[config.mk]
export PLATFORM = sky130hd
export DESIGN_NAME = two_ended_shared_stack
export DESIGN_NICKNAME = d
export VERILOG_FILES = /design/src/hdl/tess_pkg.sv /design/src/hdl/tess_store.sv /design/src/hdl/two_ended_shared_stack.sv
export SDC_FILE = /design/constraint.sdc
export NUM_CORES = 1
export LEC_CHECK = 0
export ABC_AREA = 1
export BUFFER_PORTS_ARGS = -buffer_cell sky130_fd_sc_hd__buf_2
export CORE_AREA = 2 2 269 271
export DETAILED_ROUTE_END_ITERATION = 10
export DIE_AREA = 0 0 271 273
export GPL_TIMING_DRIVEN = 0
export HOLD_SLACK_MARGIN = 0.06
export PLACE_DENSITY_LB_ADDON = 0.3
export SYNTH_ARGS = -nofsm -noshare
export SYNTH_HDL_FRONTEND = slang
export SYNTH_SLANG_ARGS = --single-unit
[constraint.sdc]
create_clock -name clk -period 6.4 [get_ports clk]
set_input_delay 0.64 -clock clk [delete_from_list [all_inputs] [get_ports clk]]
set_output_delay 0.64 -clock clk [all_outputs]
set_load 0.02 [all_outputs]
[src/hdl/tess_pkg.sv]
`default_nettype none
// ----------------------------------------------------------------------------
// tess_pkg: shared types and codes for the two-ended shared stack
// Item layouts, opcodes and result status codes.
// ----------------------------------------------------------------------------
package tess_pkg;

	localparam int WORD_W    = 32;
	localparam int DEPTH_DEF = 16;

	// opcodes
	localparam logic [2:0] OP_PUSH_L = 3'd0;
	localparam logic [2:0] OP_POP_L  = 3'd1;
	localparam logic [2:0] OP_LIST_L = 3'd2;
	localparam logic [2:0] OP_PUSH_R = 3'd3;
	localparam logic [2:0] OP_POP_R  = 3'd4;
	localparam logic [2:0] OP_LIST_R = 3'd5;

	// result status
	localparam logic [1:0] ST_OK        = 2'd0;
	localparam logic [1:0] ST_OVERFLOW  = 2'd1;
	localparam logic [1:0] ST_UNDERFLOW = 2'd2;
	localparam logic [1:0] ST_EMPTY     = 2'd3;

	typedef struct packed {
		logic [2:0]               opcode;
		logic signed [WORD_W-1:0] push_value;
	} cmd_t;

	typedef struct packed {
		logic signed [WORD_W-1:0] data_word;
		logic [1:0]               status;
		logic                     last_of_run;
	} result_t;

endpackage
`default_nettype wire

[src/hdl/tess_store.sv]
`default_nettype none
// ----------------------------------------------------------------------------
// tess_store: word store shared by both stacks
// One write port, one read port, read data registered.
// ----------------------------------------------------------------------------
module tess_store import tess_pkg::*; #(
	parameter int DEPTH  = DEPTH_DEF,
	parameter int ADDR_W = $clog2(DEPTH)
) (
	input  wire logic              clk,
	input  wire logic              we,
	input  wire logic [ADDR_W-1:0] waddr,
	input  wire logic [WORD_W-1:0] wdata,
	input  wire logic [ADDR_W-1:0] raddr,
	output logic      [WORD_W-1:0] rdata
);

	logic [WORD_W-1:0] mem [DEPTH];

	// write port
	always_ff @(posedge clk) begin
		if (we) begin
			mem[waddr] <= wdata;
		end
	end

	// registered read port
	always_ff @(posedge clk) begin
		rdata <= mem[raddr];
	end

endmodule
`default_nettype wire

[src/hdl/two_ended_shared_stack.sv]
`default_nettype none
// ----------------------------------------------------------------------------
// two_ended_shared_stack: two stacks in one word store
// Left stack grows up from entry 0, right stack grows down from DEPTH-1.
//
//   channel   ports                  handshake
//   command   start, busy, cmd       taken when start is high and busy low
//   result    strobe, result         valid for one cycle, always taken
//
// Push, overflow, underflow and empty list: result in the cycle after the item,
// busy stays low, so these items can follow every cycle.
// Pop: bound by the store's registered read; busy for one cycle.
// List of n entries: one store read per entry; busy until the
// last read is out. Opcodes 6 and 7 are taken and give no result.
// Reset clears both counts; the store itself is not cleared.
// ----------------------------------------------------------------------------
module two_ended_shared_stack import tess_pkg::*; #(
	parameter int DEPTH = DEPTH_DEF
) (
	input  wire logic clk,
	input  wire logic arst_n,
	input  wire logic start,
	input  wire cmd_t cmd,
	output logic      busy,
	output logic      strobe,
	output result_t   result
);

	localparam int CNT_W  = $clog2(DEPTH + 1);
	localparam int ADDR_W = $clog2(DEPTH);

	localparam logic [1:0] S_IDLE = 2'd0;
	localparam logic [1:0] S_POP  = 2'd1;
	localparam logic [1:0] S_LIST = 2'd2;

	logic [1:0]        state_q;
	logic [CNT_W-1:0]  lcnt_q;
	logic [CNT_W-1:0]  rcnt_q;
	logic              strobe_q;
	result_t           result_q;
	logic [ADDR_W-1:0] idx_q;
	logic [CNT_W-1:0]  n_q;
	logic              side_q;

	logic              accept;
	logic [CNT_W:0]    fill;
	logic              full;
	logic [CNT_W-1:0]  pop_l_idx;
	logic [CNT_W-1:0]  pop_r_idx;
	logic [ADDR_W-1:0] nxt_idx;
	logic              list_last;
	logic              we;
	logic [ADDR_W-1:0] waddr;
	logic [ADDR_W-1:0] raddr;
	logic [WORD_W-1:0] rdata;

	assign accept    = start && (state_q == S_IDLE);
	assign busy      = (state_q != S_IDLE);
	assign strobe    = strobe_q;
	assign result    = result_q;

	assign fill      = {1'b0, lcnt_q} + {1'b0, rcnt_q};
	assign full      = fill >= (CNT_W + 1)'(DEPTH);
	assign pop_l_idx = lcnt_q - CNT_W'(1);
	assign pop_r_idx = CNT_W'(DEPTH) - rcnt_q;
	assign nxt_idx   = idx_q + ADDR_W'(1);
	assign list_last = (CNT_W'(idx_q) + CNT_W'(1)) == n_q;

	// write on a push that fits
	always_comb begin
		we    = 1'b0;
		waddr = lcnt_q[ADDR_W-1:0];
		if (accept && !full) begin
			case (cmd.opcode)
				OP_PUSH_L: begin
					we    = 1'b1;
					waddr = lcnt_q[ADDR_W-1:0];
				end
				OP_PUSH_R: begin
					we    = 1'b1;
					waddr = ADDR_W'(DEPTH - 1) - rcnt_q[ADDR_W-1:0];
				end
				default: ;
			endcase
		end
	end

	// pick the read address: pop or first list entry on accept, next entry in a list
	always_comb begin
		raddr = '0;
		case (state_q)
			S_IDLE: begin
				case (cmd.opcode)
					OP_POP_L:  raddr = pop_l_idx[ADDR_W-1:0];
					OP_POP_R:  raddr = pop_r_idx[ADDR_W-1:0];
					OP_LIST_R: raddr = ADDR_W'(DEPTH - 1);
					default:   raddr = '0;
				endcase
			end
			S_LIST: raddr = side_q ? (ADDR_W'(DEPTH - 1) - nxt_idx) : nxt_idx;
			default: raddr = '0;
		endcase
	end

	tess_store #(
		.DEPTH  (DEPTH),
		.ADDR_W (ADDR_W)
	) u_store (
		.clk   (clk),
		.we    (we),
		.waddr (waddr),
		.wdata (cmd.push_value),
		.raddr (raddr),
		.rdata (rdata)
	);

	// sequence the item, update counts, raise the result strobe
	always_ff @(posedge clk or negedge arst_n) begin
		if (!arst_n) begin
			state_q  <= S_IDLE;
			lcnt_q   <= '0;
			rcnt_q   <= '0;
			strobe_q <= 1'b0;
		end else begin
			strobe_q <= 1'b0;
			case (state_q)
				S_IDLE: begin
					if (accept) begin
						case (cmd.opcode)
							OP_PUSH_L: begin
								strobe_q <= 1'b1;
								if (!full) lcnt_q <= lcnt_q + CNT_W'(1);
							end
							OP_PUSH_R: begin
								strobe_q <= 1'b1;
								if (!full) rcnt_q <= rcnt_q + CNT_W'(1);
							end
							OP_POP_L: begin
								if (lcnt_q == '0) begin
									strobe_q <= 1'b1;
								end else begin
									lcnt_q  <= pop_l_idx;
									state_q <= S_POP;
								end
							end
							OP_POP_R: begin
								if (rcnt_q == '0) begin
									strobe_q <= 1'b1;
								end else begin
									rcnt_q  <= rcnt_q - CNT_W'(1);
									state_q <= S_POP;
								end
							end
							OP_LIST_L: begin
								if (lcnt_q == '0) strobe_q <= 1'b1;
								else state_q <= S_LIST;
							end
							OP_LIST_R: begin
								if (rcnt_q == '0) strobe_q <= 1'b1;
								else state_q <= S_LIST;
							end
							default: ;
						endcase
					end
				end
				S_POP: begin
					strobe_q <= 1'b1;
					state_q  <= S_IDLE;
				end
				S_LIST: begin
					strobe_q <= 1'b1;
					if (list_last) state_q <= S_IDLE;
				end
				default: state_q <= S_IDLE;
			endcase
		end
	end

	// build the result item and hold the list walk position
	always_ff @(posedge clk) begin
		case (state_q)
			S_IDLE: begin
				if (accept) begin
					result_q.data_word   <= '0;
					result_q.status      <= ST_OK;
					result_q.last_of_run <= 1'b1;
					idx_q                <= '0;
					n_q                  <= (cmd.opcode == OP_LIST_R) ? rcnt_q : lcnt_q;
					side_q               <= (cmd.opcode == OP_LIST_R);
					case (cmd.opcode)
						OP_PUSH_L, OP_PUSH_R: begin
							if (full) result_q.status <= ST_OVERFLOW;
						end
						OP_POP_L: begin
							if (lcnt_q == '0) result_q.status <= ST_UNDERFLOW;
						end
						OP_POP_R: begin
							if (rcnt_q == '0) result_q.status <= ST_UNDERFLOW;
						end
						OP_LIST_L: begin
							if (lcnt_q == '0) result_q.status <= ST_EMPTY;
						end
						OP_LIST_R: begin
							if (rcnt_q == '0) result_q.status <= ST_EMPTY;
						end
						default: ;
					endcase
				end
			end
			S_POP: begin
				result_q.data_word   <= rdata;
				result_q.status      <= ST_OK;
				result_q.last_of_run <= 1'b1;
			end
			S_LIST: begin
				result_q.data_word   <= rdata;
				result_q.status      <= ST_OK;
				result_q.last_of_run <= list_last;
				idx_q                <= nxt_idx;
			end
			default: ;
		endcase
	end

endmodule
`default_nettype wire
; Word-level counts from Yosys, hierarchy flattened
; Memories as Yosys holds them, arrays and structs flattened. A register that Yosys moved wholly into a read port is not among the register bits.
; Index checks and enable logic that the tools add are counted.
[classes]
reduce_logical = 22
eq_ne = 19
n_addsub = 10
n_lt_le_gt_ge = 1
muxes = 39
[ops]
columns = cell, n
row1 = $pmux 35 s3, 1
row2 = $mux 35, 1
row3 = $mux 5, 5
row4 = $mux 2, 10
row5 = $pmux 5 s2, 2
row6 = $mux 4, 4
row7 = $pmux 4 s2, 2
row8 = $ne 2x2->1 const B, 6
row9 = $ne 3x3->1 const B, 4
row10 = $pmux 4 s3, 1
row11 = $add 5x1->5 const B, 2
row12 = $logic_not 5->1, 2
row13 = $pmux 2 s5, 1
row14 = $reduce_and 5->1, 2
row15 = $sub 5x1->5 const B, 2
row16 = $mux 1, 8
row17 = $pmux 2 s4, 1
row18 = $reduce_bool 2->1, 4
row19 = $reduce_or 2->1, 4
row20 = $sub 4x4->4 const A, 2
row21 = $reduce_and 7->1, 1
row22 = $add 5x5->6, 1
row23 = $eq 3x2->1 const B, 2
row24 = $eq 3x3->1 const B, 2
row25 = 18 further kinds, 21
[totals]
regBits = 58
mem_bits_rw = 512
out_inout_bits = 37
n_memories = 1
input_bits = 38
[memory_table]
columns = name, depth, word_bits, rd, rd_ports_with_merged_regs, wr, line_no
row1 = u_store.mem, 16, 32, 1, 1, 1, tess_store.sv:18  ; logic [WORD_W-1:0] mem [DEPTH];

; Longest topological paths before layout
[logic_depth]
depth_word = 7
mapped_depth = 14
ltp_nobuf = 13

; By module
; From an unflattened synthesis, not the netlist that was laid out.
[unflattened]
cells_unflattened = 2506
hier_area_um2 = 26113.8
[modules_own_cells]
columns = mod, area_each_um2, cells_per_inst, instances
row1 = tess_store, 22730.6, 2120, 1
row2 = two_ended_shared_stack, 3383.2, 386, 1

; Worst setup path after synthesis
; OpenSTA, ideal clock, no wires.
[synth_path]
path_type = reg-to-reg
start = register state_q[0]
end = memory u_store.mem[10][0], enable pin
arrival_time_ns = 2.995
setup_ns = 0.421
stages_incl_launch_ff = 10
path_slack_ns = 2.983
path_cell_list = dfrtp_1 > inv_1 > ha_1 > buf_2 > nand2_1 > inv_2 > nand3_2 > o21ai_1 > nand3_1 > nor2_1
[synth_via]
elab_chain_len = 6
word_cells_on_any_way = 7
[synth_rtl]
columns = item, line_no
row1 = "start, declared", two_ended_shared_stack.sv:36  ; logic [1:0] state_q;
row2 = "start signal, assigned", two_ended_shared_stack.sv:120  ; state_q <= S_IDLE;
row3 = "start signal, assigned", two_ended_shared_stack.sv:143  ; state_q <= S_POP;
row4 = "start signal, assigned", two_ended_shared_stack.sv:151  ; state_q <= S_POP;
row5 = $logic_not 2->1 (*), two_ended_shared_stack.sv:57  ; assign accept = start && (state_q == S_IDLE);
row6 = $logic_and 1x1->1 (*), two_ended_shared_stack.sv:57
row7 = $logic_and 1x1->1 (*), two_ended_shared_stack.sv:73  ; if (accept && !full) begin
row8 = $mux 1, two_ended_shared_stack.sv:73
row9 = $mux 1, tess_store.sv:22  ; if (we) begin
row10 = $mux 1 (implied by the code), tess_store.sv:23  ; mem[waddr] <= wdata;
row11 = "end, declared", tess_store.sv:18
; Every way passes the cells marked *; elsewhere a longest branch is shown, timed or not.

; Final worst setup path
[layout_path]
start = register state_q[1]
end = memory u_store.mem[7][17], enable pin
; Same word-level chain as after synthesis.

==> out/results.tsv <==
stage	metric	value	unit
setup_path	CP Cell Sequence	inv_1 > ha_1 > buf_2 > nand2_1 > inv_2 > nand3_2 > o21ai_1 > nand3_1 > nor2_4 > buf_16	
placed_design	dpl ws	2950	ps
min_path	worst hold path cell count	1	
timing	Final Hold Fails	0	
pwr	VDD IR max	0.230	mV
grt	first-pass GRT wire length	107	mm
timing	final worst-path cycle share	53.2	%
timing	f_max	294	MHz
setup_path	CP max stage cell	nor2_4	
placed_design	placed wire-length estimate	48.4	mm
setup_path	CP endpoint kind	flop	
cells_and_area	share of layout cells above drive strength 1	13.3	%
synth	register area share after synthesis	67.8	%
grt	global-route usage over all layers	19.2	%
setup_path	startpoint types	flop	
detailed_routing	1st-iter DRT viols	1627	
placed_design	PortBufs	74	
min_path	hold_sp	cmd[5]	
setup_path	worst path buffer plus inverter count	4	
grt	grt total ovfl	0	
synth	area leader, netlist	edfxtp_1	
floorplan	Die Y	273	um
cts	Num Clock Sinks	602	
cts	CTS root buffer	clkbuf_16	
placed_design	Placer Congestion	0.836	
detailed_routing	antenna violation net count after detailed routing	0	
synth	Synth Area in Adders	0.719	%
timing	Worst Tran Pin Value	1340	ps
cts	Num CTS Buffers	61	
setup_path	cell family with most CP delay	simple AND/OR/NAND/NOR gates	
setup_path	worst reg2reg startpoint	state_q[1]	
synth	synth top area cells	edfxtp_1, nand3_1, nand2_1	
detailed_routing	drt via density	4.97	
cts	number of post-CTS setup repair buffers	0	
setup_path	Reg2Reg Depth	10	
grt	vias in the first global route	17900	
setup_path	Crit Path Max Fanout	19	
grt	initial antenna violation count	4	
cells_and_area	Layout Nets	2660	
floorplan	Boundary Pins	75	
detailed_routing	DRC	0	
synth	syn_nets	2505	
flow_run	number of max-cap violations	0	
setup_path	crit path kind	reg -> reg	
synth	Yosys warning count	0	
cts	cts hold-fix bufs	1	
synth	synthesized area	26100	sq um
detailed_routing	DRT Pass-1 Iters	5	
synth	asr flop ratio synth	2.16	%
floorplan	# rows	98	
synth	Synth Instances	2452	
synth	top-count cell post-synth	nand3_1	
cells_and_area	area added between synthesis and finish	16.5	%
min_path	Hold Crit Class	in -> reg	
timing	final setup fails	0	
timing	skew final	21.5	ps
timing	setup_tns	0	ps
detailed_routing	DR WL/cell	19.8	um
cts	Worst-path clk slew	70	ps
pwr	P_leak	0.0125	uW
cells_and_area	multi-input logic area	6390	sq um
setup_path	Worst EP required	6720	ps
setup_path	crit path capture	u_store.mem[7][17]	
timing	Rel. slew slack	10.6	%
cts	Clock Latency Late Sink	640	ps
synth	dominant synthesized flop cell	edfxtp_1	
setup_path	reg2reg setup slack	2990	ps
cells_and_area	sequential cell area	17700	sq um
setup_path	reg-to-reg critical path endpoint	u_store.mem[7][17]	
setup_path	Worst EP arrival	3730	ps
synth	Avg Inst Size Synth	10.6	sq um
detailed_routing	total vias in the final route	17900	
setup_path	Stages on worst setup path	10	
floorplan	initial core utilization	36.7	%
timing	worst setup margin	2990	ps
synth	Synth Area in Simple Gates	21.9	%
setup_path	slowest stage delay, CP	700	ps
cts	post-CTS sizing	0	
cts	CTS tree	built	
timing	Final min period	3410	ps
synth	distinct cell type count after synthesis	33	
cts	htree depth	2	
timing	Slew Limit Fails	0	
cts	clk buf depth	3	
setup_path	beginning of the critical path	state_q[1]	
floorplan	Core Area	71000	sq um
detailed_routing	final wirelength	71.4	mm
synth	post-synthesis mux area share	0	%
synth	Post-synth top cells	nand3_1, nand2_1, edfxtp_1	
timing	RSZ-0062 raised after global routing	false	
pwr	Cell Pwr Density	420	nW/um^2
synth	combinational family with the most area after synthesis	simple AND/OR/NAND/NOR gates	
floorplan	die width	271	um
synth	xor/xnor share of the synthesized area	0.436	%
floorplan	Die ar.	74000	sq um
synth	share of the synthesized area in the top cell type	64.1	%
synth	Post-synth EDFFs	557	
status	status	completed	
cells_and_area	fillers	6554	
grt	largest net degree at the start of global routing	28	
synth	Compound-Gate Fraction of Synth Area	0.964	%
synth	flops & latches, synth	602	
worst reg2reg max path: stages, from the launching register on:
cell and delay (ps):
dfrtp_1 430, inv_1 110, ha_1 170, buf_2 220, nand2_1 150, inv_2 190, nand3_2 210, o21ai_1 270
nand3_1 360, nor2_4 700, buf_16 260
worst min path at each step:
stage,to
floorplan,lcnt_q[0]
global placement,result[26]
detailed placement,result[10]
CTS,u_store.mem[15][5]
global route,u_store.mem[8][5]
finish,u_store.mem[9][5]
power breakdown:
group          leakage [uW]  switching [uW]  total (uW)  internal [uW]
Sequential          0.00550             118        4770           4650
Clock               0.00108            1510        3910           2400
Combinational       0.00593            2890        4070           1180
layout by cell type (no fill, tap or decap), types with 3 or more instances in the layout:
cell type | Yosys | routed
a21oi_1 | 7 | 7
buf_4 | 33 | 33
nor2_4 | 1 | 18
nand4_1 | 4 | 4
dfxtp_1 | 32 | 32
nor2_2 | 3 | 3
nand2_1 | 558 | 558
bufinv_16 | 0 | 13
clkbuf_8 | 0 | 11
clkbuf_1 | 8 | 23
inv_1 | 351 | 351
nand3b_1 | 32 | 32
ha_1 | 15 | 15
nor2_1 | 68 | 51
xnor2_1 | 5 | 5
buf_16 | 0 | 8
o21ai_1 | 8 | 8
edfxtp_1 | 557 | 557
clkbuf_16 | 0 | 61
o21ai_0 | 26 | 26
clkinv_1 | 2 | 4
dfrtp_1 | 13 | 13
xor2_1 | 8 | 8
buf_2 | 96 | 170
clkinv_2 | 0 | 9
nand3_1 | 603 | 603
inv_2 | 7 | 7
buf_12 | 0 | 9
through the flow:
| step | power [uW] | cell area (sq um) | hold slack (ps) | util, % | cells |
|---|---|---|---|---|---|
| after floorplan | 7390 | 26100 | 344 | - | 2452 |
| after global placement | 8810 | 27600 | 509 | 38.9 | 3476 |
| after detailed placement | 8910 | 28200 | 513 | 39.7 | 3493 |
| after CTS | 12800 | 30400 | 365 | 42.8 | 3609 |
| after global routing | 13400 | 30400 | 395 | 42.8 | 3610 |
| final | 12800 | 30400 | 394 | 42.8 | 3610 |
state kept, by name, indices dropped and copies added (netlist names):
register       flops
strobe             1
n_q                5
idx_q              4
side_q             1
rcnt_q             5
u_store.rdata     32
result            35
u_store.mem      512
state_q            2
lcnt_q             5
cell type report:
cell class	instances	share of cell area, %
Tap cell	950	3.91
Inverter	360	4.45
Sequential cell	602	58.2
Buffer	139	2.57
Multi-Input combinational cell	1351	21.0
Antenna cell	1	0.00823
Timing Repair Buffer	92	2.57
Clock buffer	87	5.71
Clock inverter	28	1.57
cells by family (layout without fill, tap and decap cells):
kind of cell | after synthesis | count (layout)
AOI/OAI and AO/OA | 47 | 47
xor gates and xnor gates | 13 | 13
adders and majority gates | 15 | 15
buffers and inverters | 499 | 706
DFF | 602 | 602
other | 0 | 1
and+or+nand+nor | 1276 | 1276
metal layers:
metal	routed length (um)	vias to the layer above	GRT usage, %	part of all wire, %
li1	-	8529	-	-
met1	30100	8651	25.1	42
met2	34900	636	33.0	49
met3	4670	122	3.11	6.5
met4	1720	6	5.68	2.4
met5	37	-	0	0.052
No activity file was read; power rests on OpenSTA's default activity.
